`src/nabg_pkg.sv`:
```
package nabg_pkg;

    // Field widths fixed by the interface
    localparam int CFG_ADDR_W = 4;
    localparam int CFG_DATA_W = 32;
    localparam int GRID_DIM_W = 13;
    localparam int POST_W     = 16;
    localparam int INDEX_W    = 20;
    localparam int COORD_W    = 28;
    localparam int RESULT_W   = 32;
    localparam int OUT_FRAC_W = 16;

    // Register map, one 32-bit word per register
    typedef enum logic [1:0] {
        REG_GRID_WIDTH  = 2'd0,
        REG_GRID_HEIGHT = 2'd1,
        REG_NULL_VALUE  = 2'd2,
        REG_ENABLED     = 2'd3
    } reg_index_t;

    // Result status codes
    typedef enum logic [1:0] {
        ST_OK       = 2'd0,
        ST_DISABLED = 2'd1,
        ST_OUTSIDE  = 2'd2,
        ST_ALL_NULL = 2'd3
    } status_t;

    // Request kinds
    localparam logic KIND_WRITE = 1'b0;
    localparam logic KIND_QUERY = 1'b1;

    // Register reset values
    localparam logic [GRID_DIM_W-1:0] GRID_WIDTH_RST  = 13'd1440;
    localparam logic [GRID_DIM_W-1:0] GRID_HEIGHT_RST = 13'd721;
    localparam logic [POST_W-1:0]     NULL_VALUE_RST  = 16'h8000;
    localparam logic                  ENABLED_RST     = 1'b1;

    // Saturation limits of the 16.16 result
    localparam logic [RESULT_W-1:0] RESULT_MAX = 32'h7fff_ffff;
    localparam logic [RESULT_W-1:0] RESULT_MIN = 32'h8000_0000;

    // Divider status toward the sequencer
    typedef struct packed {
        logic done;
        logic ovf;
    } div_status_t;

endpackage

```
`src/nabg_divider.sv`:
```
module nabg_divider #(
    parameter int NUM_W = 38,
    parameter int DEN_W = 22
) (
    input  logic                         clk,
    input  logic                         rst_n,
    input  logic                         start,
    input  logic [NUM_W-1:0]             num,
    input  logic [DEN_W-1:0]             den,
    output logic [nabg_pkg::RESULT_W:0]  quo,
    output nabg_pkg::div_status_t        stat
);

    // Quotient of num * 2^(OUT_FRAC_W+1) / den, one bit per cycle
    localparam int QUO_W = nabg_pkg::RESULT_W + 1;
    localparam int PAD_W = nabg_pkg::OUT_FRAC_W + 1;
    localparam int LOW_W = QUO_W - PAD_W;
    localparam int CNT_W = $clog2(QUO_W + 1);

    logic             busy_reg;
    logic             done_reg;
    logic             ovf_reg;
    logic [CNT_W-1:0] cnt_reg;
    logic [DEN_W-1:0] rem_reg;
    logic [DEN_W-1:0] den_reg;
    logic [QUO_W-1:0] bits_reg;

    logic [DEN_W:0]   shifted;
    logic [DEN_W+1:0] trial;
    logic             take;

    // Trial subtract of the divisor from the shifted remainder
    assign shifted = {rem_reg, bits_reg[QUO_W-1]};
    assign trial   = {1'b0, shifted} - {2'b00, den_reg};
    assign take    = !trial[DEN_W+1];

    // Control
    always_ff @(posedge clk or negedge rst_n)
    begin
        if (!rst_n)
        begin
            busy_reg <= 1'b0;
            done_reg <= 1'b0;
            cnt_reg  <= '0;
        end
        else
        begin
            done_reg <= busy_reg && (cnt_reg == CNT_W'(1));
            if (start)
            begin
                busy_reg <= 1'b1;
                cnt_reg  <= CNT_W'(QUO_W);
            end
            else if (busy_reg)
            begin
                cnt_reg <= cnt_reg - CNT_W'(1);
                if (cnt_reg == CNT_W'(1))
                begin
                    busy_reg <= 1'b0;
                end
            end
        end
    end

    // Datapath: load high part of the dividend, then shift in the low bits
    always_ff @(posedge clk)
    begin
        if (start)
        begin
            den_reg  <= den;
            rem_reg  <= DEN_W'(num >> LOW_W);
            ovf_reg  <= (num >> LOW_W) >= NUM_W'(den);
            bits_reg <= {num[LOW_W-1:0], PAD_W'(0)};
        end
        else if (busy_reg)
        begin
            rem_reg  <= take ? trial[DEN_W-1:0] : shifted[DEN_W-1:0];
            bits_reg <= {bits_reg[QUO_W-2:0], take};
        end
    end

    assign quo       = bits_reg;
    assign stat.done = done_reg;
    assign stat.ovf  = ovf_reg;

endmodule
```
`config.mk`:
```
export PLATFORM = sky130hd
export DESIGN_NAME = nabg_divider
export DESIGN_NICKNAME = d
export VERILOG_FILES = /design/src/nabg_pkg.sv /design/src/nabg_divider.sv
export SDC_FILE = /design/constraint.sdc
export NUM_CORES = 1
export LEC_CHECK = 0
export ABC_AREA = 0
export ABC_CLOCK_PERIOD_IN_PS = 3000
export BUFFER_PORTS_ARGS = -buffer_cell sky130_fd_sc_hd__buf_2
export CAP_MARGIN = 30
export CORE_AREA = 4 4 104 106
export CTS_CLUSTER_DIAMETER = 80
export CTS_CLUSTER_SIZE = 10
export DETAILED_ROUTE_END_ITERATION = 8
export DIE_AREA = 0 0 108 110
export PLACE_DENSITY = 0.88
export RECOVER_POWER = 50
export SLEW_MARGIN = 20
export SYNTH_ARGS = -nofsm -noshare
export SYNTH_HDL_FRONTEND = slang
export SYNTH_SLANG_ARGS = --single-unit
export TNS_END_PERCENT = 20
```
`constraint.sdc`:
```
create_clock -name clk -period 3 [get_ports clk]
set_input_delay 0 -clock clk [delete_from_list [all_inputs] [get_ports clk]]
set_output_delay 0 -clock clk [all_outputs]
set_load 0.01 [all_outputs]
```
==> reports/results.ini, run 1 <==
[clock_tree]
clock_tree.root_cell = sky130_fd_sc_hd__clkbuf_8
clock_sink_count = 86
tritoncts = yes
clkSlewWorstSetupHoldPaths_ns = 0.10
clock_tree.buffer_depth = 2
clock_insertion_delay_worst_skew_ns = 0.38
cts_inserted_buffers = 9
cts_htree_levels = 3

[global_route]
global_route.overflow_total = 0
global_route_wire_length_before_repair_mm = 20.8
grt_start_max_net_pins = 42
antenna_found_initial = 0
grt_pass1_vias = 4328
global_route.usage.total_pct = 22.4

[detailed_routing]
vias = 4438
post_drt_wl_per_cell_um = 16.4
drt-pass1-iter-count = 6
number_of_drc_markers_in_iteration_0 = 262
drtAntennaViolNets = 0
route.detailed.vias_per_inst = 5.51
finalWirelength_mm = 13.2
drc = 0

[synthesis]
synthDominantCellAreaShare_pct = 34.7
post_synth_inst_count = 499
synth-warning-count = 0
synth_largest_area_cell = sky130_fd_sc_hd__edfxtp_1
synth-seq-cells = 86
ys.flop_type = sky130_fd_sc_hd__edfxtp_1
async_flop_share_pct = 9.30
ys_types = 66
mappedNetlistNets = 609
synth-seq-area-share_pct = 44.9
syn-mean-instance-area_sq_um = 10.6
edff_count_synth = 61
ys_top_cells_by_area = sky130_fd_sc_hd__edfxtp_1, sky130_fd_sc_hd__ha_1, sky130_fd_sc_hd__dfxtp_1
synth_area_sq_um = 5280

[placed_design]
dpl_worst_slack_ns = 0.0614
place.detailed.hpwl_mm = 9.18
place_congestion = 0.874
buffer_ports.inserted = 97
place.detailed.instances = 721

[sta]
post-route-min-period_ns = 2.91
max-slew-margin-rel_pct = 2.08
final.period_utilization_pct = 97.1
finalSetupViolations = 0
max_slew.worst_pin.slew_ns = 1.47
clock_skew_ns = 0.0106
fmaxAchievable_mhz = 343
worst_setup_margin_ns = 0.0879
worst_slack_on_hold_paths_ns = 0.0469
setup_repair_after_global_routing_missed_its_margin = yes
hold_viol = 0
maxSlewViolCount = 0

[pwr]
cellPowerDensity_nw_per_um2 = 839
static_leakage_nw = 3.01
ir_drop_mv = 0.415
design_power_total_mw = 5.65

[worst_setup_path]
path_max_fanout = 5
worstPathArrival_ns = 3.16
crit_path_end_kind = flip-flop
timing.setup.critical_path_class = reg2reg
worst-endpoint-required_ns = 3.25
reg2regPathDepth = 11
start_kind = flip-flop

[status]
run_status = finished clean

[floorplan]
die_y_um = 110
die_w_um = 108
fp.coreArea_sq_um = 9770
initial_core_util_pct = 54.1
floorplan.io_pins = 98
placementRows = 36
floorplan.die_area_sq_um = 11900

[finish]
finish.net_count = 775
largest_reg_flops = 33
fin_util_pct = 68.9
fillers = 755
fin_cells = 805
growth_of_design_area_from_synthesis_to_finish_pct = 27.4
drive_gt1_share_pct = 15.5

[hold_path]
hold-path-cell-count = 1
hold_path.class = in2reg

[job]
maxCapViolCount = 0

worst max-delay path: stages (launching register included):
cell	delay, ns
sky130_fd_sc_hd__edfxtp_1	0.43
sky130_fd_sc_hd__inv_1	0.08
sky130_fd_sc_hd__ha_2	0.17
sky130_fd_sc_hd__inv_1	0.06
sky130_fd_sc_hd__fa_2	0.38
sky130_fd_sc_hd__a211o_1	0.28
sky130_fd_sc_hd__o211ai_2	0.10
sky130_fd_sc_hd__a21oi_2	0.11
sky130_fd_sc_hd__a41o_2	0.35
sky130_fd_sc_hd__and4_4	0.20
sky130_fd_sc_hd__or4_1	0.47
sky130_fd_sc_hd__a21oi_1	0.15
final cells by class:
type,instances,area (sq um),area share [%]
repair buffers,173,1160,17.2
diodes,2,5.00,0.0743
well taps,133,166,2.47
multi-input cells,342,2640,39.2
clock buffers,9,124,1.84
clock inverters,7,71.3,1.06
flip-flops and latches,86,2370,35.2
inverters,53,199,2.95
layer usage:
metal | global-route usage [%] | share of wire (%)
met1 | 29.0 | 43
met2 | 38.1 | 50
met3 | 3.79 | 4.7
met4 | 8.39 | 2.1
met5 | 0 | 0
per-stage QoR:
stage | TNS [ns] | instance area, sq um
after floorplan | 0 | 5280
after global placement | 0 | 5920
after detailed placement | 0 | 5920
after CTS | 0 | 6720
after global routing | -0.0685 | 6730
final | 0 | 6730
cell usage after synthesis (all sizes together), types with 8 or more instances:
| master | instances |
|---|---|
| inv | 53 |
| dfxtp | 17 |
| a21oi | 30 |
| a22o | 15 |
| mux2 | 14 |
| dfrtp | 8 |
| xnor2 | 12 |
| o21ai | 28 |
| nand2b | 10 |
| ha | 46 |
| nor2 | 44 |
| mux2i | 20 |
| clkbuf | 8 |
| nand2 | 25 |
| edfxtp | 61 |
| buf | 10 |
power breakdown:
part | internal, mW | leakage (nW) | switching (mW) | total (mW)
clock network | 0.330 | 0.102 | 0.498 | 0.828
registers | 1.65 | 0.869 | 0.198 | 1.85
logic | 1.43 | 2.04 | 1.54 | 2.97
total | 3.41 | 3.01 | 2.24 | 5.65
path summary, 6_finish.rpt:
| path | slack (ns) | end | startpoint |
|---|---|---|---|
| max in group asynchronous | 2.12 | busy_reg$_DFF_PN0_ | rst_n |
| setup / recovery | 0.09 | rem_reg[18]$_DFFE_PP_ | quo[32]$_DFFE_PP_ |
| hold / removal | 0.05 | den_reg[10]$_DFFE_PP_ | start |
| hold reg to reg | 0.51 | quo[0]$_SDFFE_PP0P_ | busy_reg$_DFF_PN0_ |
| setup reg to reg | 0.09 | rem_reg[18]$_DFFE_PP_ | quo[32]$_DFFE_PP_ |
| min in group asynchronous | 0.61 | cnt_reg[4]$_DFFE_PN0P_ | rst_n |
placed cells by master (no fill, tap or decap), types with 9 or more instances in the layout:
cell	instances
sky130_fd_sc_hd__o21ai_0	16
sky130_fd_sc_hd__mux2i_1	20
sky130_fd_sc_hd__buf_2	41
sky130_fd_sc_hd__clkbuf_1	56
sky130_fd_sc_hd__xnor2_1	12
sky130_fd_sc_hd__edfxtp_1	61
sky130_fd_sc_hd__nand2_1	25
sky130_fd_sc_hd__dlygate4sd3_1	60
sky130_fd_sc_hd__inv_1	53
sky130_fd_sc_hd__o21ai_1	11
sky130_fd_sc_hd__dfxtp_1	17
sky130_fd_sc_hd__buf_4	15
sky130_fd_sc_hd__a21oi_1	27
sky130_fd_sc_hd__clkbuf_8	9
sky130_fd_sc_hd__nor2_1	44
sky130_fd_sc_hd__nand2b_1	10
sky130_fd_sc_hd__a22o_1	15
sky130_fd_sc_hd__ha_1	45
cells by family after synthesis:
group / synth area share, %
flip-flops: 44.9
XOR/XNOR: 3.15
AO/OA/AOI/OAI: 15.9
adder cells (fa/ha/maj): 11.3
multiplexers: 7.20
AND/OR/NAND/NOR: 12.1
buffers and inverters: 5.49
timing repair:
action	4_1_cts	5_1_grt
gates resized for setup	0	4
buffers inserted	0	4
hold buffers	60	0
endpoints found under the hold margin	66	0
setup endpoints to repair	0	4
No activity file was read; power rests on OpenSTA's default activity.
==> run 2: changes to the inputs <==
REMOVE_ABC_BUFFERS = 1   (was not set)
==> reports/results.ini, run 2 (synthesized netlist as in run 1, its figures left out) <==
[worst_setup_path]
timing.setup.critical_path_class = reg2reg  ; unchanged
worstPathArrival_ns = 3.04  ; was 3.16 ns
critical_path.cell_chain = ha_1 > nand2_1 > o21ai_0 > o211ai_2 > a21oi_2 > or2_2 > mux2_4 > mux2_2  ; was inv_1 > ha_2 > inv_1 > fa_2 > a211o_1 > o211ai_2 > a21oi_2 > a41o_2 > and4_4 > or4_1 > a21oi_1
crit_path_end_kind = flip-flop  ; unchanged
cell_with_the_largest_stage_delay_on_the_worst_path = sky130_fd_sc_hd__edfxtp_1  ; was sky130_fd_sc_hd__or4_1
worst-endpoint-required_ns = 3.13  ; was 3.25 ns
start_kind = flip-flop  ; unchanged
cpPeakStageDelay_ns = 0.43  ; was 0.47 ns
path_max_fanout = 10  ; was 5
critical_path.reg2reg.startpoint = rem_reg[4]$_DFFE_PP_  ; was quo[32]$_DFFE_PP_
critPathLaunch = rem_reg[4]$_DFFE_PP_  ; was quo[32]$_DFFE_PP_

[clock_tree]
cts_inserted_buffers = 9  ; unchanged
tritoncts = yes  ; unchanged
cts_htree_levels = 3  ; unchanged
clock_insertion_delay_worst_skew_ns = 0.38  ; about the same
clkSlewWorstSetupHoldPaths_ns = 0.10  ; about the same
clock_sink_count = 86  ; unchanged
clock_tree.buffer_depth = 2  ; unchanged
clock_tree.root_cell = sky130_fd_sc_hd__clkbuf_8  ; unchanged

[detailed_routing]
route.detailed.vias_per_inst = 5.56  ; was 5.51
drt-pass1-iter-count = 5  ; was 6
post_drt_wl_per_cell_um = 16.8  ; was 16.4 um
finalWirelength_mm = 13.5  ; was 13.2 mm
number_of_drc_markers_in_iteration_0 = 265  ; was 262
drc = 0  ; unchanged
drtAntennaViolNets = 0  ; unchanged
vias = 4473  ; was 4,438

[sta]
fmaxAchievable_mhz = 344  ; was 343 MHz
worst_slack_on_hold_paths_ns = 0.0278  ; was 0.0469 ns
post-route-min-period_ns = 2.91  ; about the same
hold_viol = 0  ; unchanged
clock_skew_ns = 0.0116  ; was 0.0106 ns
setup_tns_ns = 0  ; unchanged
maxSlewViolCount = 39  ; was 0
worst_setup_margin_ns = 0.0940  ; was 0.0879 ns
finalSetupViolations = 0  ; unchanged
final.period_utilization_pct = 96.9  ; was 97.1%
max_slew.worst_pin.slew_ns = 1.59  ; was 1.47 ns
max-slew-margin-rel_pct = -5.78  ; was 2.08%

[finish]
fin_util_pct = 69.0  ; was 68.9%
mostFrequentLayoutCells = sky130_fd_sc_hd__edfxtp_1, sky130_fd_sc_hd__dlygate4sd3_1, sky130_fd_sc_hd__inv_1  ; was sky130_fd_sc_hd__edfxtp_1, sky130_fd_sc_hd__dlygate4sd3_1, sky130_fd_sc_hd__clkbuf_1
finish.net_count = 776  ; was 775
fillers = 751  ; was 755
antennaDiodeCount = 0  ; was 2
drive_gt1_share_pct = 17.1  ; was 15.5%
mostFrequentLayoutCell = sky130_fd_sc_hd__edfxtp_1  ; unchanged
largest_reg_flops = 33  ; unchanged
growth_of_design_area_from_synthesis_to_finish_pct = 27.7  ; was 27.4%

[pwr]
power.internal_mw = 3.42  ; was 3.41 mW
p_clk_share_pct = 14.5  ; was 14.7%
netSwitchingFraction_pct = 40.2  ; was 39.6%
power.share.sequential_pct = 32.5  ; was 32.8%
cellPowerDensity_nw_per_um2 = 847  ; was 839 nW/um^2
ir_drop_mv = 0.454  ; was 0.415 mV
design_power_total_mw = 5.72  ; was 5.65 mW
static_leakage_nw = 3.04  ; was 3.01 nW
net-switching-power_mw = 2.30  ; was 2.24 mW
combinationalPowerShare_pct = 53.0  ; was 52.5%

[placed_design]
place_congestion = 0.922  ; was 0.874
buffer_ports.inserted = 97  ; unchanged
place.detailed.hpwl_mm = 9.22  ; was 9.18 mm
dpl_worst_slack_ns = 0.00650  ; was 0.0614 ns

[global_route]
global_route.usage.total_pct = 24.0  ; was 22.4%
global_route_wire_length_before_repair_mm = 22.4  ; was 20.8 mm
global_route.overflow_total = 0  ; unchanged
antenna_found_initial = 0  ; unchanged
grt_start_max_net_pins = 39  ; was 42
grt_pass1_vias = 4646  ; was 4,328

[floorplan]
floorplan.die_area_sq_um = 11900  ; unchanged
die_y_um = 110  ; unchanged
fp.coreArea_sq_um = 9770  ; unchanged
initial_core_util_pct = 54.1  ; unchanged
die_w_um = 108  ; unchanged
floorplan.io_pins = 98  ; unchanged
placementRows = 36  ; unchanged

[status]
failed_checks = capacitance limit, slew limit
run_status = complete, but fails checks  ; was finished clean

[job]
maxCapViolCount = 1  ; was 0

[hold_path]
min-delay-start = num[33]  ; was start
hold_path.class = in2reg  ; unchanged

run 2: cell types whose count changed in the layout (fill, tap and decap cells not counted), sizes merged:
cell,previous run,this run
clkinv,2,1
inv,58,59
diode,2,0
buf,57,66
clkbuf,65,58
dlygate4sd3,60,59
run 2: metrics by stage:
stage                     instances  instance area [sq um]
after global placement          726                   5960
after CTS                       801                   6740
after global routing            804                   6750
after detailed placement        726                   5960
final                           804                   6750
after floorplan                 481                   5190
run 2: path summary, 6_finish.rpt:
check / to / slack, ns / cells past startpoint
hold reg to reg: cnt_reg[5]$_DFFE_PN0P_ / 0.54 / 2
setup reg to reg: rem_reg[9]$_DFFE_PP_ / 0.09 / 8
min in group asynchronous: cnt_reg[3]$_DFFE_PN0P_ / 0.58 / 3
setup / recovery: rem_reg[9]$_DFFE_PP_ / 0.09 / 8
max in group asynchronous: busy_reg$_DFF_PN0_ / 2.15 / 3
hold / removal: rem_reg[17]$_DFFE_PP_ / 0.03 / 3
run 2: power groups by stage:
stage | registers (mW) | logic [mW] | clock network [mW]
floorplan | 1.87 | 2.03 | 0
finish | 1.86 | 3.03 | 0.832
global route | 1.89 | 3.32 | 0.904
global placement | 1.86 | 2.73 | 0
detailed placement | 1.87 | 2.84 | 0
CTS | 1.85 | 2.92 | 0.834
run 2: worst max-delay path, delay by kind of cell (launching register included):
| kind | cells | cell delay (ns) |
|---|---|---|
| AOI/OAI and AO/OA | 3 | 0.77 |
| muxes | 2 | 0.61 |
| and+or+nand+nor | 2 | 0.46 |
| DFF | 1 | 0.43 |
| adders and majority gates | 1 | 0.39 |
run 2: what timing repair did:
action	in CTS	in global routing
pin swaps	0	1
gates resized for setup	0	7
endpoints found under the hold margin	65	0
buffers inserted	0	1
hold buffers	59	0
endpoints found under the setup margin	1	17
run 2: routing by layer:
| metal | part of all wire, % | track usage [%] |
|---|---|---|
| met1 | 41 | 28.5 |
| met2 | 50 | 42.2 |
| met3 | 6.3 | 5.42 |
| met4 | 3.1 | 9.56 |
| met5 | 0 | 0 |
run 2: layout make-up:
class	count	area [sq um]	area share (%)
clock buffer	9	124	1.84
inverter	53	199	2.95
clock inverter	7	68.8	1.02
tap	133	166	2.47
multi-input combinational	342	2660	39.4
timing repair buffer	174	1160	17.2
sequential	86	2370	35.2
==> run 3: changes to the inputs <==
CORE_AREA = 4 4 108 110   (was 4 4 104 106)
DIE_AREA = 0 0 112 114   (was 0 0 108 110)
PLACE_DENSITY = 0.83   (was 0.88)
RECOVER_POWER = not set   (was 50)
TNS_END_PERCENT = 5   (was 20)
==> reports/results.ini, run 3 (synthesized netlist as in run 1, its figures left out) <==
[clock_tree]
clock_tree.buffer_depth = 2  ; unchanged
clock_tree.root_cell = sky130_fd_sc_hd__clkbuf_8  ; unchanged
cts_setup_buffers = 0  ; unchanged
cts_inserted_buffers = 9  ; unchanged
tritoncts = yes  ; unchanged
cts_htree_levels = 3  ; unchanged
clock_sink_count = 86  ; unchanged
clkSlewWorstSetupHoldPaths_ns = 0.09  ; was 0.10 ns
clock_insertion_delay_worst_skew_ns = 0.39  ; was 0.38 ns

[job]
maxCapViolCount = 0  ; was 1

[floorplan]
die_w_um = 112  ; was 108 um
die_y_um = 114  ; was 110 um
floorplan.die_area_sq_um = 12800  ; was 11,900 sq um
fp.coreArea_sq_um = 10700  ; was 9770 sq um
floorplan.io_pins = 98  ; unchanged
placementRows = 38  ; was 36
initial_core_util_pct = 49.4  ; was 54.1%

[finish]
fin_cells = 806  ; was 804
mostFrequentLayoutCells = sky130_fd_sc_hd__buf_2, sky130_fd_sc_hd__edfxtp_1, sky130_fd_sc_hd__dlygate4sd3_1  ; was sky130_fd_sc_hd__edfxtp_1, sky130_fd_sc_hd__dlygate4sd3_1, sky130_fd_sc_hd__inv_1
mostFrequentLayoutCell = sky130_fd_sc_hd__buf_2  ; was sky130_fd_sc_hd__edfxtp_1
finish.net_count = 771  ; was 776
fin_util_pct = 63.4  ; was 69.0%
growth_of_design_area_from_synthesis_to_finish_pct = 28.4  ; was 27.7%
post-route-cell-area_sq_um = 6790  ; was 6750 sq um
multi_input_area_sq_um = 2650  ; was 2660 sq um
antennaDiodeCount = 0  ; unchanged
fillers = 829  ; was 751
drive_gt1_share_pct = 23.9  ; was 17.1%
register_area_sq_um = 2370  ; unchanged
largest_reg_flops = 33  ; unchanged

[global_route]
global_route.overflow_total = 0  ; unchanged
global_route.usage.total_pct = 19.9  ; was 24.0%
grt_start_max_net_pins = 43  ; was 39
global_route_wire_length_before_repair_mm = 20.7  ; was 22.4 mm
grt_pass1_vias = 4477  ; was 4,646
antenna_found_initial = 0  ; unchanged

[sta]
hold_viol = 0  ; unchanged
clock_skew_ns = 0.0174  ; was 0.0116 ns
max-slew-margin-rel_pct = 63.5  ; was -5.78%
setup_tns_ns = 0  ; unchanged
maxSlewViolCount = 0  ; was 39
fmaxAchievable_mhz = 346  ; was 344 MHz
final.period_utilization_pct = 96.3  ; was 96.9%
max_slew.worst_pin.slew_ns = 0.548  ; was 1.59 ns
setup_repair_after_global_routing_missed_its_margin = no
post-route-min-period_ns = 2.89  ; was 2.91 ns
finalSetupViolations = 0  ; unchanged

[pwr]
ir_drop_mv = 0.438  ; was 0.454 mV
p_clk_share_pct = 14.6  ; was 14.5%
power.share.sequential_pct = 32.9  ; was 32.5%
combinationalPowerShare_pct = 52.4  ; was 53.0%
cellPowerDensity_nw_per_um2 = 826  ; was 847 nW/um^2
net-switching-power_mw = 2.21  ; was 2.30 mW
static_leakage_nw = 3.18  ; was 3.04 nW
netSwitchingFraction_pct = 39.5  ; was 40.2%
power.internal_mw = 3.39  ; was 3.42 mW

[hold_path]
hold_path.class = in2reg  ; unchanged

[detailed_routing]
route.detailed.vias_per_inst = 5.38  ; was 5.56
drt-pass1-iter-count = 5  ; unchanged
drtAntennaViolNets = 0  ; unchanged
finalWirelength_mm = 12.4  ; was 13.5 mm
post_drt_wl_per_cell_um = 15.4  ; was 16.8 um
number_of_drc_markers_in_iteration_0 = 187  ; was 265
drc = 0  ; unchanged
vias = 4340  ; was 4,473

[worst_setup_path]
worst-endpoint-required_ns = 3.24  ; was 3.13 ns
path_max_fanout = 5  ; was 10
reg2reg_slack_ns = 0.11  ; was 0.09 ns
cell_with_the_largest_stage_delay_on_the_worst_path = sky130_fd_sc_hd__or4_1  ; was sky130_fd_sc_hd__edfxtp_1
cell_with_the_most_instances_on_the_worst_path = sky130_fd_sc_hd__inv_1
critical_path.cell_chain = inv_1 > ha_1 > inv_1 > fa_2 > a211o_1 > o211ai_2 > a21oi_2 > a41o_2 > and4_4 > or4_1 > a21oi_1  ; was ha_1 > nand2_1 > o21ai_0 > o211ai_2 > a21oi_2 > or2_2 > mux2_4 > mux2_2
worstPathArrival_ns = 3.13  ; was 3.04 ns
timing.setup.critical_path_class = reg2reg  ; unchanged
cpPeakStageDelay_ns = 0.46  ; was 0.43 ns
crit_path_end_kind = flip-flop  ; unchanged
start_kind = flip-flop  ; unchanged

[placed_design]
place.detailed.hpwl_mm = 8.93  ; was 9.22 mm
place_congestion = 0.886  ; was 0.922
buffer_ports.inserted = 97  ; unchanged
dpl_cell_area_sq_um = 5940  ; was 5960 sq um
place.detailed.instances = 729  ; was 726

[status]
run_status = finished clean  ; was complete, but fails checks

==> run 3: repair_timing <==
action	in CTS	in global routing
endpoints found under the hold margin	65	0
hold buffers	59	0
resized for setup	0	7
setup endpoints to repair	0	7
==> run 3: area by class of cell <==
cell class | count | share of cell area, %
flip-flops and latches | 86 | 35.0
clock buffers | 9 | 1.83
well taps | 140 | 2.58
repair buffers | 169 | 17.6
clock inverters | 7 | 1.07
inverters | 53 | 2.93
multi-input cells | 342 | 39.0
==> run 3: path summary, 6_finish.rpt <==
check | start | endpoint | cells past startpoint
setup / recovery | quo[32]$_DFFE_PP_ | rem_reg[18]$_DFFE_PP_ | 11
min in group asynchronous | rst_n | busy_reg$_DFF_PN0_ | 3
max in group asynchronous | rst_n | cnt_reg[5]$_DFFE_PN0P_ | 3
hold reg to reg | quo[0]$_SDFFE_PP0P_ | quo[0]$_SDFFE_PP0P_ | 2
hold / removal | num[33] | rem_reg[17]$_DFFE_PP_ | 3
setup reg to reg | quo[32]$_DFFE_PP_ | rem_reg[18]$_DFFE_PP_ | 11
==> run 3: power by group through the flow <==
stage          Clock (mW)  Sequential [mW]  Combinational, mW
2_1_floorplan           0             1.87               2.03
3_3_place_gp            0             1.84               2.73
3_5_place_dp            0             1.86               2.79
4_1_cts             0.840             1.84               2.88
5_1_grt             0.883             1.88               3.26
6_report            0.821             1.85               2.94
==> run 3: per-layer routing <==
layer,routed length (um),vias to the layer above,track usage (%)
met4,328,0,7.21
met2,5850,142,33.7
met1,5430,2023,24.7
li1,-,2143,-
met5,0,-,0
met3,836,32,5.20
==> run 3: critical path, delay by kind of cell, from the launching register on <==
family	cells	cell delay [ns]
compound gates	5	1.01
simple gates	2	0.66
fa+ha+maj	2	0.51
flops	1	0.42
buf+inv	2	0.14
==> run 3: metrics by stage <==
step | hold slack [ns] | total power [mW] | setup WS (ns)
after floorplan | -0.296 | 3.90 | 0.145
after global placement | -0.154 | 4.57 | 0.111
after detailed placement | -0.152 | 4.65 | 0.0407
after CTS | 0.00862 | 5.56 | 0.0363
after global routing | 0.0273 | 6.02 | 0.00319
final | 0.0205 | 5.61 | 0.110
